<file path="config.mk">
export PLATFORM = sky130hd
export DESIGN_NAME = sil_cell
export DESIGN_NICKNAME = d
export VERILOG_FILES = /design/src/rtl/core/sil_pkg.sv /design/src/rtl/core/sil_cell.sv
export SDC_FILE = /design/constraint.sdc
export NUM_CORES = 1
export LEC_CHECK = 0
export BUFFER_PORTS_ARGS = -buffer_cell sky130_fd_sc_hd__buf_2
export CORE_AREA = 2 2 118 120
export DETAILED_ROUTE_END_ITERATION = 10
export DIE_AREA = 0 0 120 122
export PLACE_DENSITY = 0.8
export SYNTH_ARGS = -nofsm -noshare
export SYNTH_HDL_FRONTEND = slang
export SYNTH_SLANG_ARGS = --single-unit
</file>
<file path="constraint.sdc">
create_clock -name clk -period 12.44 [get_ports clk]
set_input_delay 2.488 -clock clk [delete_from_list [all_inputs] [get_ports clk]]
set_output_delay 2.488 -clock clk [all_outputs]
set_load 0.05 [all_outputs]
</file>
<file path="src/rtl/core/sil_pkg.sv">
// Shared types and constants of the sorted insert list.
// Used by sil_cell, sil_tap_reduce and sorted_insert_list; depends on nothing.
package sil_pkg;

    localparam int KEY_W      = 32;
    localparam int POS_W      = 6;
    localparam int OUT_CNT_W  = 7;
    // positions reach only the first 2**POS_W cells
    localparam int TAP_N      = 1 << POS_W;
    localparam int TAP_GROUP  = 8;
    localparam int TAP_GROUPS = TAP_N / TAP_GROUP;

    localparam logic REQ_INSERT = 1'b0;
    localparam logic REQ_REMOVE = 1'b1;

    localparam logic [1:0] STATUS_OK   = 2'd0;
    localparam logic [1:0] STATUS_FULL = 2'd1;
    localparam logic [1:0] STATUS_BAD  = 2'd2;

    localparam logic [1:0] CELL_HOLD   = 2'd0;
    localparam logic [1:0] CELL_INSERT = 2'd1;
    localparam logic [1:0] CELL_REMOVE = 2'd2;

    typedef struct packed {
        logic [1:0]              op;
        logic signed [KEY_W-1:0] key;
        logic signed [KEY_W-1:0] weight;
        logic [POS_W-1:0]        pos;
    } cell_ctrl_t;

endpackage

</file>
<file path="src/rtl/core/sil_cell.sv">
// One cell of the sorted chain: holds one key and weight, trades with its neighbors.
// Depends on sil_pkg.
module sil_cell #(
    parameter int IDX   = 0,
    parameter int CNT_W = 7
) (
    input  logic                             clk,
    input  sil_pkg::cell_ctrl_t              ctrl,
    input  logic [CNT_W-1:0]                 count,
    input  logic                             tap_load,
    input  logic                             left_gt,
    input  logic signed [sil_pkg::KEY_W-1:0] left_key,
    input  logic signed [sil_pkg::KEY_W-1:0] left_weight,
    input  logic signed [sil_pkg::KEY_W-1:0] right_key,
    input  logic signed [sil_pkg::KEY_W-1:0] right_weight,
    output logic signed [sil_pkg::KEY_W-1:0] key,
    output logic signed [sil_pkg::KEY_W-1:0] weight,
    output logic                             gt,
    output logic [sil_pkg::KEY_W-1:0]        tap
);
    import sil_pkg::*;

    logic signed [KEY_W-1:0] key_reg, key_next;
    logic signed [KEY_W-1:0] weight_reg, weight_next;
    logic [KEY_W-1:0]        tap_reg, tap_next;
    logic                    occ;

    always_comb
    begin
        occ         = (IDX < int'(count));
        gt          = occ && (key_reg > ctrl.key);
        key_next    = key_reg;
        weight_next = weight_reg;
        case (ctrl.op)
            CELL_INSERT:
            begin
                if (left_gt)
                begin
                    key_next    = left_key;
                    weight_next = left_weight;
                end
                else if (gt || !occ)
                begin
                    key_next    = ctrl.key;
                    weight_next = ctrl.weight;
                end
            end
            CELL_REMOVE:
            begin
                if (IDX >= int'(ctrl.pos))
                begin
                    key_next    = right_key;
                    weight_next = right_weight;
                end
            end
            default:
            begin
                key_next    = key_reg;
                weight_next = weight_reg;
            end
        endcase
        // expose the pre-shift key of the selected cell
        tap_next = (ctrl.op == CELL_REMOVE && IDX == int'(ctrl.pos)) ? key_reg : '0;
    end

    always_ff @(posedge clk)
    begin
        key_reg    <= key_next;
        weight_reg <= weight_next;
        if (tap_load)
        begin
            tap_reg <= tap_next;
        end
    end

    assign key    = key_reg;
    assign weight = weight_reg;
    assign tap    = tap_reg;

endmodule

</file>
==> metrics <==
status=complete, no violations; P_int=635 uW; worst-path cell chain=buf_2 > inv_1 > ha_1 > nand4_1 > nor4_1 > a21boi_0 > o31a_1 > o211ai_2 > nor2_1 > buf_2; Setup Fix Bufs, Post-CTS=0; Reg power frac=43.9%; fin cells=953; post-synth cell types=33; final hold violation count=0; Initial DRT Pass Iterations=4; period utilisation layout=56.2%; Tightest Pin Transition=0.846 ns; Vias=4,594; final wirelength=14,400 um; setup TNS=0 ns; P_leak=0.00353 uW; Crit Reg-Reg Startpoint=key[14]; Post-Syn Area=5300 um^2; antenna cells=0; CTS root buf=clkbuf_16; cts-stage hold buffer count=0; Core Area=13,500 um^2; Multi-input gate area=2210 um^2; H-tree levels=3; Rows=43; Data arrival, critical path=4.50 ns; slowest CP cell=nor4_1; CP top delay family=simple AND/OR/NAND/NOR gates; reg-to-reg slack, setup=9.22 ns; IO Port Bufs=306; # fillers=1,224; Clk pwr share=35.1%; Crit Path Class=input pin to output pin; # clock sinks=96; Syn Inst Count=470; Critical Path Source Type=input pin; first-pass GRT wire length=21,800 um; Longest Clk Path Bufs=2; Power Dens Cells=119 nW/um^2; Starting Density=39.3%; Routed wire per std cell=15.1 um; Final min period=6.99 ns; net switching fraction of the power=27.6%; Die Ht=122 um; synthesized flop and latch total=96; worst hold endpoint=tap[0]; warnings from Yosys=0; Total Power=877 uW; Worst Clk Skew=0.00858 ns; Resized Gates After CTS=0; CP bufs+invs=3; RD Place Congestion=0.874; share of post-route cells with drive strength above 1=42.9%; vias in the first global route=4,380; setup violators final=0; Reg2Reg Capture Point=key[12]; sw power=242 uW; Die Footprint=14,600 um^2; CP required=9.95 ns; Max Cap Viol=0; vias per cell=4.82; clock-pin transition on the worst setup and hold timing paths=0.07 ns; Iter 0 DRT Violations=238; die width=120 um; largest net degree at the start of global routing=73; nets=1,010; worst vdd ir=0.0000726 V; Layout Area Growth over Synthesis=38.6%; cell count after placement=937; sequential share of the synthesized area=54.4%; initial antenna violation count=1; normalized max-slew margin=43.6%; Worst Hold Depth=1; TritonCTS buffer count=9; Slew Limit Fails=0; Achievable Freq=0.143 GHz; IO Count=307; critical path fanouts, max=3; combinational group share of total power=21.0%; ANT nets after route=0; syn_area_per_cell=11.3 um^2; Crit path largest cell delay=0.43 ns; FF/Latch Area=2880 um^2; CP Capture Type=output pin; Hold Startpoint=key[0]; r2r worst-path depth=8; CP dominant cell by count=buf_2; DRC viols=0; CTS tree=built; RSZ-0062 raised after global routing=no; Total GRT Usage=19.3%; dpl hpwl=11,300 um; Net Count, Synth=712; Clk Latency, worst-skew pair=0.33 ns; total gr overflow=0; Hold Crit Class=register to register
-- placed cells by master, fill, tap and decap left out, types with 2 or more instances in the layout --
| master | count |
|---|---|
| clkbuf_16 | 9 |
| a21oi_1 | 12 |
| nor4_1 | 3 |
| buf_4 | 6 |
| a21o_1 | 2 |
| edfxtp_1 | 96 |
| buf_2 | 305 |
| nand3_1 | 4 |
| ha_1 | 32 |
| mux2i_1 | 64 |
| nand2_1 | 73 |
| clkinv_1 | 3 |
| a221o_1 | 2 |
| o21ai_0 | 66 |
| inv_1 | 33 |
| and4_1 | 2 |
| and2_1 | 33 |
| nor2_1 | 4 |
| bufinv_16 | 3 |
| nand4_1 | 3 |
-- logic make-up (layout without fill, tap and decap cells) --
kind of cell | after synthesis | after routing | synth area share, %
AO/OA/AOI/OAI | 90 | 90 | 9.30
adder cells (fa/ha/maj) | 32 | 32 | 7.55
buffers and inverters | 57 | 360 | 4.25
flip-flops | 96 | 96 | 54.4
multiplexers | 64 | 64 | 12.1
AND/OR/NAND/NOR | 131 | 131 | 12.4
-- Yosys cell counts --
cell,count,area share [%]
a21boi_0,1,0.14
a21o_1,2,0.28
a21oi_1,12,1.1
a21oi_2,1,0.17
a221o_1,2,0.38
a221oi_1,1,0.17
a31o_2,1,0.17
and2_1,33,3.9
and3_1,1,0.12
and4_1,2,0.33
and4_2,1,0.19
buf_2,9,0.85
clkbuf_1,15,1.1
edfxtp_1,96,54
ha_1,32,7.6
inv_1,33,2.3
mux2i_1,64,12
nand2_1,73,5.2
nand3_1,4,0.38
nand4_1,3,0.35
nand4_2,1,0.24
nand4_4,1,0.40
nor2_1,5,0.35
nor2b_1,1,0.12
nor4_1,3,0.35
nor4_2,1,0.24
nor4b_1,1,0.17
o211ai_1,1,0.14
o211ai_2,1,0.24
o21ai_0,66,6.2
o21ai_1,1,0.094
o31a_1,1,0.17
or4_1,1,0.14
-- power groups by stage --
stage	combinational, uW	sequential [uW]	clock (uW)
CTS	186	385	316
global placement	183	392	0
floorplan	59.1	449	0
finish	185	385	308
detailed placement	186	392	0
global route	200	387	329
-- routing by layer --
metal,up-vias,global-route usage (%),share of wire [%],wire [um]
met1,2062,23.1,41,5900
met3,28,4.35,6.5,930
met4,2,7.65,2.7,393
met5,-,0,0.076,11
met2,211,33.8,50,7170
li1,2291,-,-,-
-- through the flow --
step | hold slack [ns] | cell area, um^2 | setup slack, ns | util, %
3_3_place_gp | 0.557 | 7010 | 5.46 | 51.9
4_1_cts | 0.575 | 7350 | 5.41 | 54.4
3_5_place_dp | 0.563 | 7010 | 5.42 | 51.9
5_1_grt | 0.604 | 7350 | 5.20 | 54.4
6_report | 0.567 | 7350 | 5.45 | 54.4
2_1_floorplan | 0.925 | 5300 | 5.56 | -
-- worst max-delay path by stage --
| stage | from | endpoint | slack (ns) | cells after the start |
|---|---|---|---|---|
| finish | ctrl[52] | gt | 5.45 | 10 |
| global route | ctrl[52] | gt | 5.20 | 10 |
| CTS | ctrl[52] | gt | 5.41 | 10 |
| detailed placement | ctrl[52] | gt | 5.42 | 10 |
| floorplan | ctrl[69] | gt | 5.56 | 8 |
| global placement | ctrl[69] | gt | 5.46 | 10 |
-- layout make-up --
class | count | share of cell area, %
Sequential cell | 96 | 39.2
Multi-Input combinational cell | 317 | 30.1
Timing Repair Buffer | 311 | 21.4
Clock buffer | 9 | 3.07
Tap cell | 180 | 3.07
Inverter | 33 | 1.69
Clock inverter | 7 | 1.50
(Power assumes the default switching activity.)
